$ cat src/u8u16_pkg.sv
package u8u16_pkg;

  localparam int unsigned ByteW  = 8;
  localparam int unsigned UnitW  = 16;
  localparam int unsigned AccW   = 21;
  localparam int unsigned QDepth = 4;
  localparam int unsigned QAw    = $clog2(QDepth);

  localparam logic [AccW-1:0]  SuppBase = 21'h10000;
  localparam logic [UnitW-1:0] HiBase   = 16'hD800;
  localparam logic [UnitW-1:0] LoBase   = 16'hDC00;

  // work handed from the decoder to the emitter
  typedef struct packed {
    logic            pair;  // emit high and low surrogate from val
    logic            bad;   // invalid lead byte
    logic [AccW-1:0] val;   // code unit, or code point minus 0x10000 for a pair
  } cmd_t;

  typedef struct packed {
    logic full;
    logic empty;
  } q_stat_t;

endpackage

$ cat src/utf8_to_utf16_decoder_unit.sv
// utf8 to utf16 transcoder
// slave stream: one utf-8 byte per transfer on s_axis_tdata
// master stream: one utf-16 code unit per transfer on m_axis_tdata, tlast marks
// the final unit caused by one input byte, tuser flags an invalid lead byte
// (code unit zero, byte dropped)
// an ascii byte or the last byte of a sequence passes through the command queue
// and the output register; lead and middle bytes of a sequence give no output
// a 4-byte sequence gives a surrogate pair: high unit, then low unit from lo_q
// throughput: one byte per cycle in while the queue is not full; the emitter
// gives one unit per cycle while the receiver is ready, and a four-entry
// command queue absorbs the extra unit of surrogate pairs
// when the receiver stalls, the output register holds and the queue fills;
// s_axis_tready drops only once the queue is full
// reset clears the open sequence, the queue and the output register
module utf8_to_utf16_decoder_unit
  import u8u16_pkg::*;
(
  input  logic             clk_i,
  input  logic             rst_ni,
  input  logic             s_axis_tvalid,
  output logic             s_axis_tready,
  input  logic [ByteW-1:0] s_axis_tdata,   // [7:0] byte_in
  output logic             m_axis_tvalid,
  input  logic             m_axis_tready,
  output logic [UnitW-1:0] m_axis_tdata,   // [15:0] code_unit
  output logic             m_axis_tlast,   // last_unit
  output logic             m_axis_tuser    // [0] bad_lead
);

  q_stat_t q_stat;
  logic    push, pop;
  cmd_t    cmd_in, cmd_out;

  u8u16_front u_front (
    .clk_i         (clk_i),
    .rst_ni        (rst_ni),
    .s_axis_tvalid (s_axis_tvalid),
    .s_axis_tready (s_axis_tready),
    .s_axis_tdata  (s_axis_tdata),
    .q_stat_i      (q_stat),
    .push_o        (push),
    .cmd_o         (cmd_in)
  );

  u8u16_queue u_queue (
    .clk_i  (clk_i),
    .rst_ni (rst_ni),
    .push_i (push),
    .cmd_i  (cmd_in),
    .pop_i  (pop),
    .cmd_o  (cmd_out),
    .stat_o (q_stat)
  );

  u8u16_back u_back (
    .clk_i         (clk_i),
    .rst_ni        (rst_ni),
    .cmd_i         (cmd_out),
    .q_stat_i      (q_stat),
    .pop_o         (pop),
    .m_axis_tvalid (m_axis_tvalid),
    .m_axis_tready (m_axis_tready),
    .m_axis_tdata  (m_axis_tdata),
    .m_axis_tlast  (m_axis_tlast),
    .m_axis_tuser  (m_axis_tuser)
  );

endmodule

$ cat src/u8u16_front.sv
module u8u16_front
  import u8u16_pkg::*;
(
  input  logic             clk_i,
  input  logic             rst_ni,
  input  logic             s_axis_tvalid,
  output logic             s_axis_tready,
  input  logic [ByteW-1:0] s_axis_tdata,  // byte_in
  input  q_stat_t          q_stat_i,
  output logic             push_o,
  output cmd_t             cmd_o
);

  typedef enum logic [2:0] {
    LeadAscii,
    LeadTwo,
    LeadThree,
    LeadFour,
    LeadBad
  } lead_e;

  logic [1:0]      pend_q, pend_d;
  logic [1:0]      len_q, len_d;
  logic [AccW-1:0] acc_q, acc_d;
  logic [AccW-1:0] acc_shift;
  lead_e           lead;
  logic            accept;

  assign s_axis_tready = !q_stat_i.full;
  assign accept        = s_axis_tvalid && s_axis_tready;
  assign acc_shift     = {acc_q[AccW-7:0], s_axis_tdata[5:0]};

  always_comb begin
    if (!s_axis_tdata[7]) begin
      lead = LeadAscii;
    end else if (s_axis_tdata[7:5] == 3'b110) begin
      lead = LeadTwo;
    end else if (s_axis_tdata[7:4] == 4'b1110) begin
      lead = LeadThree;
    end else if (s_axis_tdata[7:3] == 5'b11110) begin
      lead = LeadFour;
    end else begin
      lead = LeadBad;
    end
  end

  always_comb begin
    pend_d = pend_q;
    len_d  = len_q;
    acc_d  = acc_q;
    push_o = 1'b0;
    cmd_o  = '0;
    if (accept) begin
      if (pend_q == 2'd0) begin
        case (lead)
          LeadAscii: begin
            push_o    = 1'b1;
            cmd_o.val = AccW'(s_axis_tdata);
          end
          LeadTwo: begin
            acc_d  = AccW'(s_axis_tdata[4:0]);
            len_d  = 2'd1;
            pend_d = 2'd1;
          end
          LeadThree: begin
            acc_d  = AccW'(s_axis_tdata[3:0]);
            len_d  = 2'd2;
            pend_d = 2'd2;
          end
          LeadFour: begin
            acc_d  = AccW'(s_axis_tdata[2:0]);
            len_d  = 2'd3;
            pend_d = 2'd3;
          end
          default: begin
            push_o    = 1'b1;
            cmd_o.bad = 1'b1;
          end
        endcase
      end else begin
        // continuation bits are taken without checking the top two bits
        acc_d  = acc_shift;
        pend_d = pend_q - 2'd1;
        if (pend_q == 2'd1) begin
          push_o = 1'b1;
          if (len_q == 2'd3) begin
            cmd_o.pair = 1'b1;
            cmd_o.val  = acc_shift - SuppBase;
          end else begin
            cmd_o.val = AccW'(acc_shift[UnitW-1:0]);
          end
        end
      end
    end
  end

  always_ff @(posedge clk_i or negedge rst_ni) begin
    if (!rst_ni) begin
      pend_q <= '0;
      len_q  <= '0;
      acc_q  <= '0;
    end else begin
      pend_q <= pend_d;
      len_q  <= len_d;
      acc_q  <= acc_d;
    end
  end

endmodule

$ cat src/u8u16_queue.sv
module u8u16_queue
  import u8u16_pkg::*;
(
  input  logic    clk_i,
  input  logic    rst_ni,
  input  logic    push_i,
  input  cmd_t    cmd_i,
  input  logic    pop_i,
  output cmd_t    cmd_o,
  output q_stat_t stat_o
);

  cmd_t         mem_q [QDepth];
  logic [QAw-1:0] wr_q, rd_q;
  logic [QAw:0]   cnt_q;
  logic           do_push, do_pop;

  assign stat_o.full  = (cnt_q == (QAw+1)'(QDepth));
  assign stat_o.empty = (cnt_q == '0);
  assign do_push      = push_i && !stat_o.full;
  assign do_pop       = pop_i && !stat_o.empty;
  assign cmd_o        = mem_q[rd_q];

  always_ff @(posedge clk_i) begin
    if (do_push) begin
      mem_q[wr_q] <= cmd_i;
    end
  end

  always_ff @(posedge clk_i or negedge rst_ni) begin
    if (!rst_ni) begin
      wr_q  <= '0;
      rd_q  <= '0;
      cnt_q <= '0;
    end else begin
      if (do_push) begin
        wr_q <= wr_q + QAw'(1);
      end
      if (do_pop) begin
        rd_q <= rd_q + QAw'(1);
      end
      cnt_q <= cnt_q + (QAw+1)'(do_push) - (QAw+1)'(do_pop);
    end
  end

endmodule

$ cat src/u8u16_back.sv
module u8u16_back
  import u8u16_pkg::*;
(
  input  logic             clk_i,
  input  logic             rst_ni,
  input  cmd_t             cmd_i,
  input  q_stat_t          q_stat_i,
  output logic             pop_o,
  output logic             m_axis_tvalid,
  input  logic             m_axis_tready,
  output logic [UnitW-1:0] m_axis_tdata,  // code_unit
  output logic             m_axis_tlast,  // last_unit
  output logic             m_axis_tuser   // bad_lead
);

  logic             vld_q;
  logic [UnitW-1:0] unit_q;
  logic             last_q, bad_q;
  logic             lo_pend_q;
  logic [UnitW-1:0] lo_q;
  logic             load;
  logic [UnitW-1:0] hi_unit, lo_unit;

  assign load    = !vld_q || m_axis_tready;
  assign pop_o   = load && !lo_pend_q && !q_stat_i.empty;
  assign hi_unit = HiBase + UnitW'(cmd_i.val[AccW-1:10]);
  assign lo_unit = LoBase | UnitW'(cmd_i.val[9:0]);

  assign m_axis_tvalid = vld_q;
  assign m_axis_tdata  = unit_q;
  assign m_axis_tlast  = last_q;
  assign m_axis_tuser  = bad_q;

  always_ff @(posedge clk_i or negedge rst_ni) begin
    if (!rst_ni) begin
      vld_q     <= 1'b0;
      lo_pend_q <= 1'b0;
      unit_q    <= '0;
      last_q    <= 1'b0;
      bad_q     <= 1'b0;
      lo_q      <= '0;
    end else if (load) begin
      if (lo_pend_q) begin
        // second transfer of a surrogate pair
        vld_q     <= 1'b1;
        unit_q    <= lo_q;
        last_q    <= 1'b1;
        bad_q     <= 1'b0;
        lo_pend_q <= 1'b0;
      end else if (!q_stat_i.empty) begin
        vld_q  <= 1'b1;
        bad_q  <= cmd_i.bad;
        if (cmd_i.pair) begin
          unit_q    <= hi_unit;
          last_q    <= 1'b0;
          lo_q      <= lo_unit;
          lo_pend_q <= 1'b1;
        end else begin
          unit_q <= cmd_i.val[UnitW-1:0];
          last_q <= 1'b1;
        end
      end else begin
        vld_q <= 1'b0;
      end
    end
  end

endmodule

$ cat config.mk
export PLATFORM = sky130hd
export DESIGN_NAME = utf8_to_utf16_decoder_unit
export DESIGN_NICKNAME = d
export VERILOG_FILES = /design/src/u8u16_pkg.sv /design/src/utf8_to_utf16_decoder_unit.sv /design/src/u8u16_front.sv /design/src/u8u16_queue.sv /design/src/u8u16_back.sv
export SDC_FILE = /design/constraint.sdc
export NUM_CORES = 1
export LEC_CHECK = 0
export BUFFER_PORTS_ARGS = -buffer_cell sky130_fd_sc_hd__buf_2
export CELL_PAD_IN_SITES_DETAIL_PLACEMENT = 0
export CELL_PAD_IN_SITES_GLOBAL_PLACEMENT = 1
export CORE_MARGIN = 10
export CORE_UTILIZATION = 45
export CTS_CLUSTER_DIAMETER = 200
export DETAILED_ROUTE_END_ITERATION = 7
export PLACE_DENSITY_LB_ADDON = 0.08
export SETUP_SLACK_MARGIN = 0.5
export SLEW_MARGIN = 20
export SYNTH_ARGS = -nofsm -noshare
export SYNTH_HDL_FRONTEND = slang
export SYNTH_HIERARCHICAL = 1
export SYNTH_SLANG_ARGS = --single-unit
$ cat constraint.sdc
create_clock -name clk_i -period 6.93 [get_ports clk_i]
set_input_delay 1.0395 -clock clk_i [delete_from_list [all_inputs] [get_ports clk_i]]
set_output_delay 1.0395 -clock clk_i [all_outputs]
set_load 0.05 [all_outputs]
==> summary.txt <==
Synth
  – Syn Area/Cell: 15.84 um^2
  – Largest area contributor in the netlist: edfxtp_1
  – YS warnings: 6
  – Most used DFF post-synth: edfxtp_1
  – Most instantiated cells after synthesis: edfxtp_1 (92), dfrtp_1 (57), o21ai_0 (35)
  – Post-Syn Area: 6447 um^2
  – Async set or reset register ratio after synthesis: 0.3826
  – Cell variety after synth: 51
  – Most frequent cell after synthesis: edfxtp_1
  – Area share of the largest cell type after synthesis: 0.4285
  – Largest cells by area after synthesis: edfxtp_1 (43%), dfrtp_1 (22%), mux4_2 (6.3%), o21ai_0 (2.7%), mux2_4 (2.6%)
  – Flops & latches, synth: 149
  – Register area share after synthesis: 0.6497
  – Synth Instances: 407
  – Post-synth EDFFs: 92
  – Post-Synthesis Net Count: 427

Placed design
  – Worst slack, placed: 3.090 ns
  – GP Congestion: 0.7955
  – Area after DPL: 6720 um^2
  – I/O Buffers: 31
  – Post-DP HPWL: 8.178 mm

Power and ir drop
  – Power Internal: 2430 uW
  – Net Sw Power: 1186 uW
  – Power per cell area: 489.6 nW/um^2
  – Power share of the sequential group: 0.378
  – Logic pwr share: 0.338
  – Final Power: 3616 uW
  – Sw frac: 0.3279
  – Clock network fraction of total power: 0.284
  – Static Leak: 0.002848 uW
  – Worst IR drop on VDD: 166.2 uV

STA
  – Final Max Tran Viols: 0
  – Setup TNS: 0 ns
  – Worst-Margin Slew: 0.9239 ns
  – Max-slew headroom: 0.3828
  – Fin. Hold Viols: 0
  – Setup Skew: 0.007933 ns
  – Final setup margin: 3.773 ns
  – Worst hold slack: 0.4723 ns
  – Fmax: 0.3167 GHz
  – Final setup fails: 0
  – RSZ-0062 raised after global routing: no
  – Final Critical Period: 3.157 ns
  – Final worst-path cycle share: 0.4556

Global routing
  – GRT Resource Usage Total: 0.1312
  – Gr ovfl total: 0
  – First-pass GRT wire length: 20.17 mm
  – Largest net degree at the start of global routing: 58
  – Vias in the first global route: 3541
  – Initial antenna violation count: 0

Critical path
  – Slowest cell on the critical path: nor3_1
  – Worst path max stage delay: 0.58 ns
  – Worst setup path class: primary input to register
  – CP required: 7.23 ns
  – Worst Setup Start Kind: primary input
  – CP Data Arrival Time: 3.46 ns
  – CP Max Fanout: 9
  – Critical Path Sink Type: register
  – Crit-path cells: buf_2 -> and3_4 -> nor3_1 -> nor3_1 -> nand2b_1 -> ha_1 -> inv_1 -> ha_1 -> fa_1 -> xnor2_1 -> xnor2_1

Finish
  – Ant diodes: 0
  – Register area: 4189 um^2
  – Finished Cell Area: 7386 um^2
  – Syn-to-layout area delta: 14.55%
  – Layout cells sized above 1: 0.2632
  – Area of the multi-input gates: 2044 um^2
  – Fin nets: 463
  – Number of fill cells: 1155

Flow run
  – Max Cap Viol: 0

Clock network
  – CTS tree: built
  – CTS resizes: 0
  – CTS Buffer Depth: 2
  – Latest clock arrival within the worst-skew pair: 0.41 ns
  – CTS Buf Count: 17
  – Clock sinks: 149
  – Root buf cell: clkbuf_16
  – CTS clk-pin slew, worst paths: 0.06 ns
  – H-tree depth: 4
  – Post CTS Setup Buffer Count: 0
  – Post-cts hold buffer count: 0

Detailed routing
  – Post-Route WL: 12.26 mm
  – Via count: 3395
  – Pre-antenna DRT Iters: 4
  – DR DRC count: 0
  – WL per Instance: 19.28 um
  – Final ANT Viol Nets: 0
  – 1st-iter DRT viols: 188
  – Avg Vias per Cell: 5.338

Die
  – Die X: 139.7 um
  – Initial core utilization: 0.4627
  – I/O Pins: 32
  – FP Rows: 43
  – Die height: 139.7 um
  – Die ar.: 19520 um^2
  – Core area: 13930 um^2

Worst hold path
  – Min-delay worst type: register to register

Outcome
  – Status: finished, final reports clean
-- routing by layer --
layer,GRT usage,up-vias,share of wire
met5,0,-,0
met2,0.1896,78,0.45
met4,0.05054,0,0.011
met1,0.1800,1695,0.49
li1,-,1611,-
met3,0.04117,11,0.046
-- cells by family (layout without fill, tap and decap cells) --
| logic type | count (synthesis) | after routing | share of synthesized area |
|---|---|---|---|
| flops | 149 | 149 | 0.6497 |
| simple gates | 92 | 92 | 0.08888 |
| compound gates | 59 | 59 | 0.05453 |
| mux | 57 | 57 | 0.1471 |
| buf+inv | 35 | 84 | 0.03357 |
| fa+ha+maj | 8 | 8 | 0.01669 |
| xor+xnor | 7 | 7 | 0.009509 |
-- cell usage in the layout (no fill, tap or decap), drive strengths merged, types with 2 or more instances in the layout --
cell type  count
nor2           9
clkbuf        21
ha             7
a32o           2
inv           13
o31ai          8
mux2          24
nor2b          8
o21ai         36
nor3b          4
nand4bb        2
and2          14
edfxtp        92
nand2b         9
dfrtp         57
a21oi          4
mux2i         10
buf           39
a22o           2
clkinv         5
nor3          12
and3b          4
o211ai         2
bufinv         6
mux4          23
nand2         23
xnor2          7
-- flip-flops by register name, summed over array words and instances (netlist names) --
register / count
u_back/lo_q: 11
u_back/lo_pend_q: 1
u_back/m_axis_tvalid: 1
u_back/m_axis_tuser: 1
u_queue/cnt_q: 3
u_front/acc_q: 15
u_queue/mem_q: 92
u_queue/wr_q: 2
u_front/len_q: 2
u_front/pend_q: 2
u_back/m_axis_tdata: 16
u_queue/rd_q: 2
u_back/m_axis_tlast: 1
-- power groups by stage --
stage          clock network (uW)  logic [uW]  registers, uW
2_1_floorplan                   0         863           1510
3_3_place_gp                    0        1240           1380
3_5_place_dp                    0        1240           1390
4_1_cts                      1050        1250           1370
5_1_grt                      1090        1350           1400
6_report                     1030        1220           1370
-- through the flow --
step | utilization | std cells
floorplan | - | 407
global placement | 0.4823 | 604
detailed placement | 0.4823 | 604
CTS | 0.5299 | 636
global route | 0.5300 | 636
finish | 0.5300 | 636
-- worst max-delay path, delay by kind of cell --
family                   cells  cell delay, ns
adder cells (fa/ha/maj)      3            0.91
AND/OR/NAND/NOR              4            1.04
XOR/XNOR                     2            0.28
buffers and inverters        2            0.19
-- worst paths after layout --
kind	from	endpoint	slack, ns	depth (start not counted)
max	s_axis_tdata[5]	u_queue/cnt_q[2]	3.77	11
min	u_back/lo_q[10]	u_back/lo_q[10]	0.47	1
max reg2reg	u_queue/cnt_q[2]	u_queue/cnt_q[2]	3.89	10
min reg2reg	u_back/lo_q[10]	u_back/lo_q[10]	0.47	1
max in group asynchronous	rst_ni	u_queue/rd_q[1]	5.63	2
min in group asynchronous	rst_ni	u_back/m_axis_tdata[8]	0.78	2
-- cell type report --
class,instances,share of cell area
clock buffers,21,0.06234
clock inverters,11,0.02744
inverters,13,0.006607
multi-input cells,223,0.2768
flip-flops and latches,149,0.5672
well taps,180,0.03049
repair buffers,39,0.02914
Note: power is estimated with default switching activity, not from simulation.
